File: src/rtl/rrts_pkg.sv
// Shared codes and controller/datapath interface types of the round-robin task scheduler.
package rrts_pkg;

    // Task slot status codes.
    localparam logic [2:0] ST_INVALID = 3'd0;
    localparam logic [2:0] ST_CREATED = 3'd1;
    localparam logic [2:0] ST_READY   = 3'd2;
    localparam logic [2:0] ST_WAITING = 3'd3;
    localparam logic [2:0] ST_EXITED  = 3'd4;

    // Item kind codes.
    localparam logic [2:0] KIND_TICK   = 3'd0;
    localparam logic [2:0] KIND_YIELD  = 3'd1;
    localparam logic [2:0] KIND_DELAY  = 3'd2;
    localparam logic [2:0] KIND_EXIT   = 3'd3;
    localparam logic [2:0] KIND_CREATE = 3'd4;

    // Slot index register update selects.
    localparam logic [1:0] IDX_HOLD     = 2'd0;
    localparam logic [1:0] IDX_ZERO     = 2'd1;
    localparam logic [1:0] IDX_INC      = 2'd2;
    localparam logic [1:0] IDX_CUR_NEXT = 2'd3;

    // Commands from the controller to the datapath.
    typedef struct packed {
        logic       latch;
        logic       exec;
        logic [1:0] idx_sel;
        logic       rd_en;
        logic       tick_proc;
        logic       search_proc;
        logic       load_out;
    } rrts_cmd_t;

    // Status from the datapath to the controller.
    typedef struct packed {
        logic [2:0] kind;
        logic       tick_last;
        logic       hit;
        logic       miss_end;
    } rrts_sts_t;

endpackage

File: src/rtl/rrts_dp.sv
// Datapath of the task scheduler: slot tables, current task, free slot and result registers.
module rrts_dp #(
    parameter int MAX_TASKS = 8
) (
    input  logic               clk,
    input  logic               rst_n,
    input  logic [2:0]         kind,
    input  logic [15:0]        delay_ticks,
    input  logic [15:0]        stack_bytes,
    input  rrts_pkg::rrts_cmd_t cmd,
    output rrts_pkg::rrts_sts_t sts,
    output logic [2:0]         running_task,
    output logic               switched,
    output logic               first_run,
    output logic [2:0]         created_slot,
    output logic               failed
);
    import rrts_pkg::*;

    localparam int TW = $clog2(MAX_TASKS);
    localparam int FW = $clog2(MAX_TASKS + 1);
    localparam logic [TW-1:0] LAST_IDX = TW'(MAX_TASKS - 1);
    localparam logic [FW-1:0] FULL     = FW'(MAX_TASKS);

    function automatic logic [TW-1:0] next_idx(input logic [TW-1:0] v);
        next_idx = (v == LAST_IDX) ? '0 : v + 1'b1;
    endfunction

    // Latched item.
    logic [2:0]  kind_reg;
    logic [15:0] dly_reg;
    logic [15:0] stk_reg;

    // Control state.
    logic [TW-1:0]        cur_reg;
    logic [FW-1:0]        free_reg;
    logic [TW-1:0]        idx_reg;
    logic [TW-1:0]        idx_next;
    logic [MAX_TASKS-1:0] vld_reg;

    // Tables and their registered read data.
    logic [2:0]    status_mem [MAX_TASKS];
    logic [15:0]   wait_mem   [MAX_TASKS];
    logic [2:0]    rd_st_reg;
    logic [15:0]   rd_wc_reg;
    logic          rd_vld_reg;
    logic [TW-1:0] rd_idx_reg;

    // Per-item flags.
    logic          sw_reg;
    logic          first_reg;
    logic          fail_reg;
    logic [TW-1:0] made_reg;

    logic [2:0]    rd_st;
    logic [15:0]   wc_dec;
    logic          hit;
    logic          create_ok;
    logic          st_we;
    logic [TW-1:0] st_waddr;
    logic [2:0]    st_wdata;
    logic          wc_we;
    logic [TW-1:0] wc_waddr;
    logic [15:0]   wc_wdata;

    assign rd_st     = rd_vld_reg ? rd_st_reg : ST_INVALID;
    assign wc_dec    = (rd_wc_reg == 16'd0) ? 16'd0 : rd_wc_reg - 16'd1;
    assign hit       = (rd_st == ST_CREATED) || (rd_st == ST_READY);
    assign create_ok = (kind_reg == KIND_CREATE) && (stk_reg != 16'd0) && (free_reg < FULL);

    assign sts.kind      = kind_reg;
    assign sts.tick_last = (rd_idx_reg == LAST_IDX);
    assign sts.hit       = hit;
    assign sts.miss_end  = (next_idx(rd_idx_reg) == cur_reg);

    // Single write port of each table; only one source is active in a cycle.
    always_comb
    begin
        st_we    = 1'b0;
        st_waddr = cur_reg;
        st_wdata = ST_INVALID;
        wc_we    = 1'b0;
        wc_waddr = cur_reg;
        wc_wdata = dly_reg;
        if (cmd.exec)
        begin
            case (kind_reg)
                KIND_DELAY:
                begin
                    st_we    = 1'b1;
                    st_wdata = ST_WAITING;
                    wc_we    = 1'b1;
                end
                KIND_EXIT:
                begin
                    st_we    = 1'b1;
                    st_wdata = ST_EXITED;
                end
                KIND_CREATE:
                begin
                    if (create_ok)
                    begin
                        st_we    = 1'b1;
                        st_waddr = free_reg[TW-1:0];
                        st_wdata = ST_CREATED;
                        wc_we    = 1'b1;
                        wc_waddr = free_reg[TW-1:0];
                        wc_wdata = 16'd0;
                    end
                end
                default:
                begin
                end
            endcase
        end
        if (cmd.tick_proc && (rd_st == ST_WAITING))
        begin
            wc_we    = 1'b1;
            wc_waddr = rd_idx_reg;
            wc_wdata = wc_dec;
            if (wc_dec == 16'd0)
            begin
                st_we    = 1'b1;
                st_waddr = rd_idx_reg;
                st_wdata = ST_READY;
            end
        end
        if (cmd.search_proc)
        begin
            if (hit)
            begin
                st_we    = 1'b1;
                st_waddr = rd_idx_reg;
                st_wdata = ST_READY;
            end
            else if (rd_st == ST_EXITED)
            begin
                st_we    = 1'b1;
                st_waddr = rd_idx_reg;
                st_wdata = ST_INVALID;
            end
        end
    end

    always_comb
    begin
        case (cmd.idx_sel)
            IDX_HOLD:     idx_next = idx_reg;
            IDX_ZERO:     idx_next = '0;
            IDX_INC:      idx_next = next_idx(idx_reg);
            IDX_CUR_NEXT: idx_next = next_idx(cur_reg);
            default:      idx_next = idx_reg;
        endcase
    end

    always_ff @(posedge clk)
    begin
        if (st_we)
        begin
            status_mem[st_waddr] <= st_wdata;
        end
        if (wc_we)
        begin
            wait_mem[wc_waddr] <= wc_wdata;
        end
        if (cmd.rd_en)
        begin
            rd_st_reg  <= status_mem[idx_reg];
            rd_wc_reg  <= wait_mem[idx_reg];
            rd_vld_reg <= vld_reg[idx_reg];
            rd_idx_reg <= idx_reg;
        end
    end

    always_ff @(posedge clk or negedge rst_n)
    begin
        if (!rst_n)
        begin
            vld_reg  <= '0;
            cur_reg  <= '0;
            free_reg <= '0;
            idx_reg  <= '0;
        end
        else
        begin
            idx_reg <= idx_next;
            if (st_we)
            begin
                vld_reg[st_waddr] <= 1'b1;
            end
            if (cmd.search_proc && hit)
            begin
                cur_reg <= rd_idx_reg;
            end
            if (cmd.exec && create_ok)
            begin
                free_reg <= free_reg + 1'b1;
            end
        end
    end

    always_ff @(posedge clk)
    begin
        if (cmd.latch)
        begin
            kind_reg <= kind;
            dly_reg  <= delay_ticks;
            stk_reg  <= stack_bytes;
        end
        if (cmd.exec)
        begin
            sw_reg    <= 1'b0;
            first_reg <= 1'b0;
            fail_reg  <= (kind_reg == KIND_CREATE) && !create_ok;
            made_reg  <= create_ok ? free_reg[TW-1:0] : '0;
        end
        else if (cmd.search_proc && hit)
        begin
            sw_reg    <= 1'b1;
            first_reg <= (rd_st == ST_CREATED);
        end
        if (cmd.load_out)
        begin
            running_task <= 3'(cur_reg);
            switched     <= sw_reg;
            first_run    <= first_reg;
            created_slot <= 3'(made_reg);
            failed       <= fail_reg;
        end
    end

endmodule

File: src/rtl/rrts_ctrl.sv
// Controller state machine of the task scheduler: sequences the sweeps and the handshakes.
module rrts_ctrl (
    input  logic                clk,
    input  logic                rst_n,
    input  logic                in_valid,
    output logic                in_ready,
    output logic                out_valid,
    input  logic                out_ready,
    input  rrts_pkg::rrts_sts_t sts,
    output rrts_pkg::rrts_cmd_t cmd
);
    import rrts_pkg::*;

    localparam logic [2:0] S_IDLE       = 3'd0;
    localparam logic [2:0] S_EXEC       = 3'd1;
    localparam logic [2:0] S_TICK_FIRST = 3'd2;
    localparam logic [2:0] S_TICK_PROC  = 3'd3;
    localparam logic [2:0] S_SRCH_RD    = 3'd4;
    localparam logic [2:0] S_SRCH_CHK   = 3'd5;
    localparam logic [2:0] S_DONE       = 3'd6;

    logic [2:0] state_reg;
    logic [2:0] state_next;
    logic       out_valid_reg;
    logic       out_valid_next;

    assign in_ready  = (state_reg == S_IDLE);
    assign out_valid = out_valid_reg;

    always_comb
    begin
        cmd        = '0;
        cmd.idx_sel = IDX_HOLD;
        state_next = state_reg;
        case (state_reg)
            S_IDLE:
            begin
                if (in_valid)
                begin
                    cmd.latch  = 1'b1;
                    state_next = S_EXEC;
                end
            end
            S_EXEC:
            begin
                cmd.exec = 1'b1;
                case (sts.kind)
                    KIND_TICK:
                    begin
                        cmd.idx_sel = IDX_ZERO;
                        state_next  = S_TICK_FIRST;
                    end
                    KIND_YIELD, KIND_DELAY, KIND_EXIT:
                    begin
                        cmd.idx_sel = IDX_CUR_NEXT;
                        state_next  = S_SRCH_RD;
                    end
                    default:
                    begin
                        state_next = S_DONE;
                    end
                endcase
            end
            S_TICK_FIRST:
            begin
                cmd.rd_en   = 1'b1;
                cmd.idx_sel = IDX_INC;
                state_next  = S_TICK_PROC;
            end
            S_TICK_PROC:
            begin
                cmd.tick_proc = 1'b1;
                if (sts.tick_last)
                begin
                    cmd.idx_sel = IDX_CUR_NEXT;
                    state_next  = S_SRCH_RD;
                end
                else
                begin
                    cmd.rd_en   = 1'b1;
                    cmd.idx_sel = IDX_INC;
                end
            end
            S_SRCH_RD:
            begin
                cmd.rd_en   = 1'b1;
                cmd.idx_sel = IDX_INC;
                state_next  = S_SRCH_CHK;
            end
            S_SRCH_CHK:
            begin
                cmd.search_proc = 1'b1;
                if (sts.hit || sts.miss_end)
                begin
                    state_next = S_DONE;
                end
                else
                begin
                    cmd.rd_en   = 1'b1;
                    cmd.idx_sel = IDX_INC;
                end
            end
            S_DONE:
            begin
                if (!out_valid_reg || out_ready)
                begin
                    cmd.load_out = 1'b1;
                    state_next   = S_IDLE;
                end
            end
            default:
            begin
                state_next = S_IDLE;
            end
        endcase
    end

    always_comb
    begin
        if (cmd.load_out)
        begin
            out_valid_next = 1'b1;
        end
        else if (out_ready)
        begin
            out_valid_next = 1'b0;
        end
        else
        begin
            out_valid_next = out_valid_reg;
        end
    end

    always_ff @(posedge clk or negedge rst_n)
    begin
        if (!rst_n)
        begin
            state_reg     <= S_IDLE;
            out_valid_reg <= 1'b0;
        end
        else
        begin
            state_reg     <= state_next;
            out_valid_reg <= out_valid_next;
        end
    end

endmodule

File: src/rtl/round_robin_task_scheduler_core.sv
// Top level of the round-robin task scheduler with tick delays.
//
// This block keeps a status and a delay count for each of MAX_TASKS task slots, together
// with the current task and the next free slot, and handles one input word at a time: a
// tick, a yield, a delay or an exit of the current task, or a create. A tick first sweeps
// all slots and counts down the waiting ones, making a slot ready when its count reaches
// zero; a tick, yield, delay or exit then searches round-robin from the slot after the
// current one for a created or ready task, freeing exited slots as it passes them. Each
// input word yields exactly one output word that reports the running task, whether it
// changed, whether it runs for the first time, and the outcome of a create. The slot
// tables are memories with one write and one registered read port, swept one slot per
// cycle with the next read overlapped with the current update. A create or an unknown
// kind skips the search; the search examines 1 to MAX_TASKS - 1 slots. The next input
// word is accepted as soon as the previous one has been moved into the output register,
// even while that output word still waits for out_ready. Slot status resets to invalid
// through per-slot valid flops, so no clearing pass is needed after reset.
module round_robin_task_scheduler_core #(
    parameter int MAX_TASKS = 8
) (
    input  logic        clk,
    input  logic        rst_n,
    input  logic        in_valid,
    output logic        in_ready,
    input  logic [2:0]  kind,
    input  logic [15:0] delay_ticks,
    input  logic [15:0] stack_bytes,
    output logic        out_valid,
    input  logic        out_ready,
    output logic [2:0]  running_task,
    output logic        switched,
    output logic        first_run,
    output logic [2:0]  created_slot,
    output logic        failed
);
    import rrts_pkg::*;

    // Command and status groups between the controller and the datapath.
    rrts_cmd_t cmd;
    rrts_sts_t sts;

    // The controller owns the handshakes and the sweep sequencing.
    rrts_ctrl u_ctrl (
        .clk       (clk),
        .rst_n     (rst_n),
        .in_valid  (in_valid),
        .in_ready  (in_ready),
        .out_valid (out_valid),
        .out_ready (out_ready),
        .sts       (sts),
        .cmd       (cmd)
    );

    // The datapath holds the slot tables, the scheduler state and the output word.
    rrts_dp #(
        .MAX_TASKS (MAX_TASKS)
    ) u_dp (
        .clk          (clk),
        .rst_n        (rst_n),
        .kind         (kind),
        .delay_ticks  (delay_ticks),
        .stack_bytes  (stack_bytes),
        .cmd          (cmd),
        .sts          (sts),
        .running_task (running_task),
        .switched     (switched),
        .first_run    (first_run),
        .created_slot (created_slot),
        .failed       (failed)
    );

endmodule

File: config.mk
export PLATFORM = sky130hd
export DESIGN_NAME = round_robin_task_scheduler_core
export DESIGN_NICKNAME = d
export VERILOG_FILES = /design/src/rtl/rrts_pkg.sv /design/src/rtl/rrts_dp.sv /design/src/rtl/rrts_ctrl.sv /design/src/rtl/round_robin_task_scheduler_core.sv
export SDC_FILE = /design/constraint.sdc
export NUM_CORES = 1
export LEC_CHECK = 0
export ABC_AREA = 1
export BUFFER_PORTS_ARGS = -buffer_cell sky130_fd_sc_hd__buf_2
export CELL_PAD_IN_SITES_DETAIL_PLACEMENT = 0
export CELL_PAD_IN_SITES_GLOBAL_PLACEMENT = 1
export CORE_ASPECT_RATIO = 0.75
export CORE_MARGIN = 2
export CORE_UTILIZATION = 53
export DETAILED_ROUTE_END_ITERATION = 12
export GPL_ROUTABILITY_DRIVEN = 0
export PLACE_DENSITY_LB_ADDON = 0.1
export SYNTH_ARGS = -nofsm -noshare
export SYNTH_HDL_FRONTEND = slang
export SYNTH_SLANG_ARGS = --single-unit
export TNS_END_PERCENT = 1
File: constraint.sdc
create_clock -name clk -period 7.2 [get_ports clk]
set_input_delay 1.44 -clock clk [delete_from_list [all_inputs] [get_ports clk]]
set_output_delay 1.44 -clock clk [all_outputs]
set_load 0.01 [all_outputs]
# Yosys cells after proc, flatten, opt, wreduce, memory -nomap -nowiden
# Memory sizes are Yosys's and may differ from the RTL's. A register that Yosys moved wholly into a read port is not among the register bits.
# Index checks and enable logic that the tools add are counted.
[totals]
output_inout_bits = 11
word_cells = 147
rom_bits = 0
ramBits = 152
reg_bits = 76
n_memories = 2
in_bits = 39
latchBits = 0
[op_classes]
bitwise = 1
n_lt_le_gt_ge = 4
shift = 0
eq_ne = 25
multipliers = 0
reduce_logical = 23
n_addsub = 5
div = 0
mux = 67
[memory_table]
columns = ["memory", "words", "width", "read_ports", "rd_ports_with_merged_regs", "write_ports", "line_no", "rtl"]
rows = [
  ["u_dp.wait_mem", 8, 16, 1, 1, 1, "rrts_dp.sv:43", "logic [15:0] wait_mem [MAX_TASKS];"],
  ["u_dp.status_mem", 8, 3, 1, 1, 1, "rrts_dp.sv:42", "logic [2:0] status_mem [MAX_TASKS];"],
]
[ops]
columns = ["op", "n"]
rows = [
  ["16-bit 2-to-1 mux", 5],
  ["3-bit 2-to-1 mux", 24],
  ["16-bit logical NOT", 2],
  ["1-bit 2-to-1 mux", 27],
  ["3-bit == test, second input constant", 8],
  ["3-bit one-hot mux with 7 select lines", 1],
  ["3-bit by 2-bit == test with 1-bit output, second input constant", 6],
  ["3-bit one-hot mux with 3 select lines", 2],
  ["16-bit nonzero test", 1],
  ["16-bit by 1-bit subtractor with 16-bit output, second input constant", 1],
  ["3-bit by 1-bit adder with 3-bit output, second input constant", 3],
  ["3-bit by 1-bit == test with 1-bit output, second input constant", 3],
  ["3-bit by 4-bit < comparator with 1-bit output, second input constant", 2],
  ["8-bit bitwise OR", 1],
  ["2-bit one-hot mux with 4 select lines", 1],
  ["1-bit logical AND", 7],
  ["3-bit logical NOT", 2],
  ["3-bit one-hot mux with 2 select lines", 1],
  ["4-bit by 1-bit adder with 4-bit output, second input constant", 1],
  ["2-bit == test, second input constant", 2],
  ["4-bit < comparator, second input constant", 1],
  ["2-bit by 1-bit inequality test with 1-bit output, second input constant", 2],
  ["2-bit inequality test, second input constant", 2],
  ["1-bit one-hot mux with 2 select lines", 2],
  ["14 further kinds", 18],
]

# Depth between registers and ports, before layout
[depth]
word_depth = 16
mapped_depth = 18
ltp_nobuf = 18

# By module
# From an unflattened synthesis, not the netlist that was laid out.
[unflattened]
cells_unflattened = 952
hier_area_um2 = 10577.6
[by_module_without_submodules]
columns = ["mod", "cells_per_inst", "n_inst", "area_per_inst_um2", "seq_area_each_um2"]
rows = [
  ["rrts_dp", 889, 1, 10202.3, 7186.9],
  ["rrts_ctrl", 63, 1, 375.4, 100.1],
]

# Worst setup path after synthesis
# No wires, ideal clock.
[synth_path]
path_kind = "input to register"
startpoint = "input port in_valid"
endpoint = "register u_dp.dly_reg[0], enable pin"
required_time_ns = 6.773
setup_ns = 0.427
n_path_buf = 0
stages = 2
path_slack_ns = 3.824
arrival_time_ns = 2.949
cell_sequence = "inv_1 -> nor2_1"
[synth_rtl]
columns = ["element", "line_no", "rtl"]
rows = [
  ["start, declared", "round_robin_task_scheduler_core.sv:22", "input logic in_valid,"],
  ["end signal, assigned", "rrts_dp.sv:207", "dly_reg <= delay_ticks;"],
  ["end, declared", "rrts_dp.sv:31", "logic [15:0] dly_reg;"],
]

# Final worst setup path
[layout_path]
startpoint = "register u_ctrl.state_reg[1]"
endpoint = "memory u_dp.wait_mem[0][12], enable pin"
[layout_between]
elab_chain_len = 6
elab_cells_between_ends = 11
cone_classes = "eq/ne (2); mux (8); reduce/logical (1)"
[layout_rtl]
columns = ["element", "line_no", "rtl"]
rows = [
  ["start, declared", "rrts_ctrl.sv:22", "logic [2:0] state_reg;"],
  ["start signal, assigned", "rrts_ctrl.sv:143", "state_reg <= state_next;"],
  ["3-bit by 1-bit == test with 1-bit output or 3-bit by 2-bit == test with 1-bit output (tied branches)", "rrts_ctrl.sv:35", "case (state_reg)"],
  ["1-bit 2-to-1 mux", "rrts_ctrl.sv:35", ""],
  ["1-bit 2-to-1 mux or 1-bit logical AND (tied branches)", "rrts_dp.sv:85, rrts_dp.sv:116", ""],
  ["1-bit 2-to-1 mux", "rrts_dp.sv:116", "if (cmd.tick_proc && (rd_st == ST_WAITING))"],
  ["1-bit 2-to-1 mux", "rrts_dp.sv:162", "if (wc_we)"],
  ["1-bit 2-to-1 mux (implied by the code)", "rrts_dp.sv:164", "wait_mem[wc_waddr] <= wc_wdata;"],
  ["end, declared", "rrts_dp.sv:43", ""],
]
# Several ways; a longest one is shown, not always the timed one.

==> results.yml <==
cells_and_area:
  final_nets: 1029
  syn_to_final_growth_pct: 12.6
  final_common_cell: "edfxtp_1"
  regMostFlops: "u_dp.wait_mem"
  final_cell_mix: "edfxtp_1 (223), nor2_1 (192), nand2_1 (116), o21ai_0 (113), inv_1 (62)"
  largest_reg_flops: 128
  largestRegisters: "u_dp.wait_mem: 128 flops, u_dp.status_mem: 24 flops"
  drive_gt1_share_pct: 13.3
  antennaDiodeCount: 0
run_status:
  status: "complete, no violations"
drt:
  finalWirelength_mm: 23.9
  vias: 7027
  drt_iter0_drc: 803
  viasPerCell: 5.61
  drc_errors: 0
  dr.pass1.iters: 5
  ant_nets: 0
  wl_per_cell_um: 19.1
floorplan:
  die_h_um: 126
  coreArea_mm2: 0.0193
  io_pins: 50
  row_count: 44
  die-area_mm2: 0.0209
  start_util_pct: 54.1
  dieWidth_um: 166
sta:
  finalCritPeriodShare_pct: 51.3
  finClkSkew_ps: 22.2
  setup_viol: 0
  maxSlewViolCount: 0
  finalHoldViolations: 0
  max_freq_mhz: 271
  max-slew-margin-rel_pct: 7.12
  worstMarginPinSlew_ps: 1380
  final.setup.tns_ps: 0
  grt_setup_unrepaired: "false"
  period_needed_ps: 3690
power:
  power_density_mw_per_mm2: 398
  power_w: 0.00469
  power.leakage_nw: 4.41
  vdd_ir_drop_max_mv: 0.510
global_routing:
  track_usage_pct: 23.3
  grt_pass1_wl_mm: 37.9
  gr-total-overflow: 0
  grt_antenna_before_repair: 0
  grt_max_degree: 86
  grt_pass1_vias: 6876
setup_path:
  crit_slowest_cell: "nor2_1"
  end_kind: "flip-flop"
  worst_path_largest_cell_delay_ps: 1050
  crit_required_ps: 7330
  crit_top_cell: "inv_1"
  regToRegStartpoint: "u_ctrl.state_reg[1]"
  worstSetupPathType: "reg2reg"
  cp-start-kind: "flip-flop"
  worst_ep_arrival_time_ps: 3820
  path_max_fanout: 16
  path_cells: "inv_1 -> nand2_1 -> nor2_2 -> inv_1 -> nor2_4 -> inv_1 -> nand3_1 -> o21ai_0 -> nor2_1"
  critPathLaunch: "u_ctrl.state_reg[1]"
place:
  io_buffer_count: 49
  dpl.hpwl_mm: 16.0
clock_network:
  cts_hold_buf: 0
  post_cts_buffers: 0
  cts_tree: "done"
  worstSkewPairLatency_ps: 530
  cts_max_path_buffers: 3
  clk_pin_slew_ps: 60
  htree_levels: 1
  cts-resized-gates: 0
  clock_sinks: 247
  numCtsBuffers: 24
  cts-root-buf: "clkbuf_16"
synthesis:
  synthCells: 927
  async_reset_ff_share_pct: 8.91
  synthesis.nets: 974
  syn-cell-area_mm2: 0.0105
  seq_area_frac_synth_pct: 69.7
  yosysWarnings: 0
  synth_top_flop_cell: "edfxtp_1"
  ys_ff_latch: 247
  avgSynthCellArea_um2: 11.3
  synth-edff-count: 223
  synth.distinct_cells: 40
worst_hold_path:
  worstHoldStart: "u_dp.made_reg[2]"
  hold_class: "reg2reg"
flow_run:
  cap_violations: 0
==> critical path: cells and delay by family, from the launching register on <==
family | cells | cell delay, ps
and+or+nand+nor | 5 | 1960
AOI/OAI and AO/OA | 1 | 240
buffers and inverters | 3 | 640
DFF | 1 | 450
==> path summary, 6_finish.rpt <==
| kind | endpoint | slack [ps] | cells after the start |
|---|---|---|---|
| hold reg to reg | u_dp.created_slot[2] | 420 | 0 |
| hold / removal | u_dp.created_slot[2] | 420 | 0 |
| setup / recovery | u_dp.wait_mem[0][12] | 3510 | 9 |
| min in group asynchronous | u_dp.vld_reg[1] | 900 | 1 |
| setup reg to reg | u_dp.wait_mem[0][12] | 3510 | 9 |
| max in group asynchronous | u_dp.idx_reg[0] | 5860 | 1 |
==> synth_stat cells, types with 3 or more instances <==
master,number,area [µm²]
nand2_1,116,435
o211ai_1,3,22.5
nand2_2,5,31.3
xor2_1,3,26.3
edfxtp_1,223,6700
o22ai_1,20,125
nor2_1,195,732
a21oi_1,4,20.0
a31oi_1,21,131
nor2_4,5,56.3
dfrtp_1,22,551
nor2_2,11,68.8
nor3_1,3,15.0
o21ai_0,113,566
o21bai_1,3,22.5
inv_1,62,233
buf_1,4,15.0
nand4_1,6,37.5
ha_1,8,100
nand3_1,47,235
clkbuf_1,29,109
==> per-layer routing <==
| metal | global-route usage, % | share of wire (%) |
|---|---|---|
| met5 | 0 | 0 |
| met4 | 4.55 | 1.5 |
| met3 | 4.59 | 8.6 |
| met2 | 33.7 | 42 |
| met1 | 37.2 | 48 |
==> logic make-up after synthesis <==
| logic type | after synthesis | share of synthesized area (%) |
|---|---|---|
| xor gates and xnor gates | 4 | 0.335 |
| DFF | 247 | 69.7 |
| and+or+nand+nor | 397 | 16.3 |
| buffers and inverters | 101 | 3.72 |
| adders and majority gates | 8 | 0.958 |
| AOI/OAI and AO/OA | 170 | 8.94 |
==> report_power, final <==
group / switching [W] / internal (W)
clock: 0.000519 / 0.000699
combinational: 0.00102 / 0.000405
sequential: 0.000140 / 0.00190
total: 0.00168 / 0.00301
==> area by class of cell <==
class                           count  area (µm²)
Fill cell                        1561        7560
Sequential cell                   247        7290
Multi-Input combinational cell    579        2790
Clock buffer                       31         637
Timing Repair Buffer               65         365
Tap cell                          253         317
Inverter                           65         244
Clock inverter                     13         128
==> per-stage QoR <==
step | hold slack (ps) | setup WS [ps] | util, % | instance area [µm²] | std cells
2_1_floorplan | 400 | 3820 | - | 10500 | 927
3_3_place_gp | 408 | 3700 | 56.9 | 11000 | 1209
3_5_place_dp | 414 | 3530 | 56.9 | 11000 | 1209
4_1_cts | 429 | 3510 | 60.9 | 11800 | 1253
5_1_grt | 438 | 3190 | 60.9 | 11800 | 1253
6_report | 425 | 3510 | 60.9 | 11800 | 1253
No activity file was read; power rests on OpenSTA's default activity.
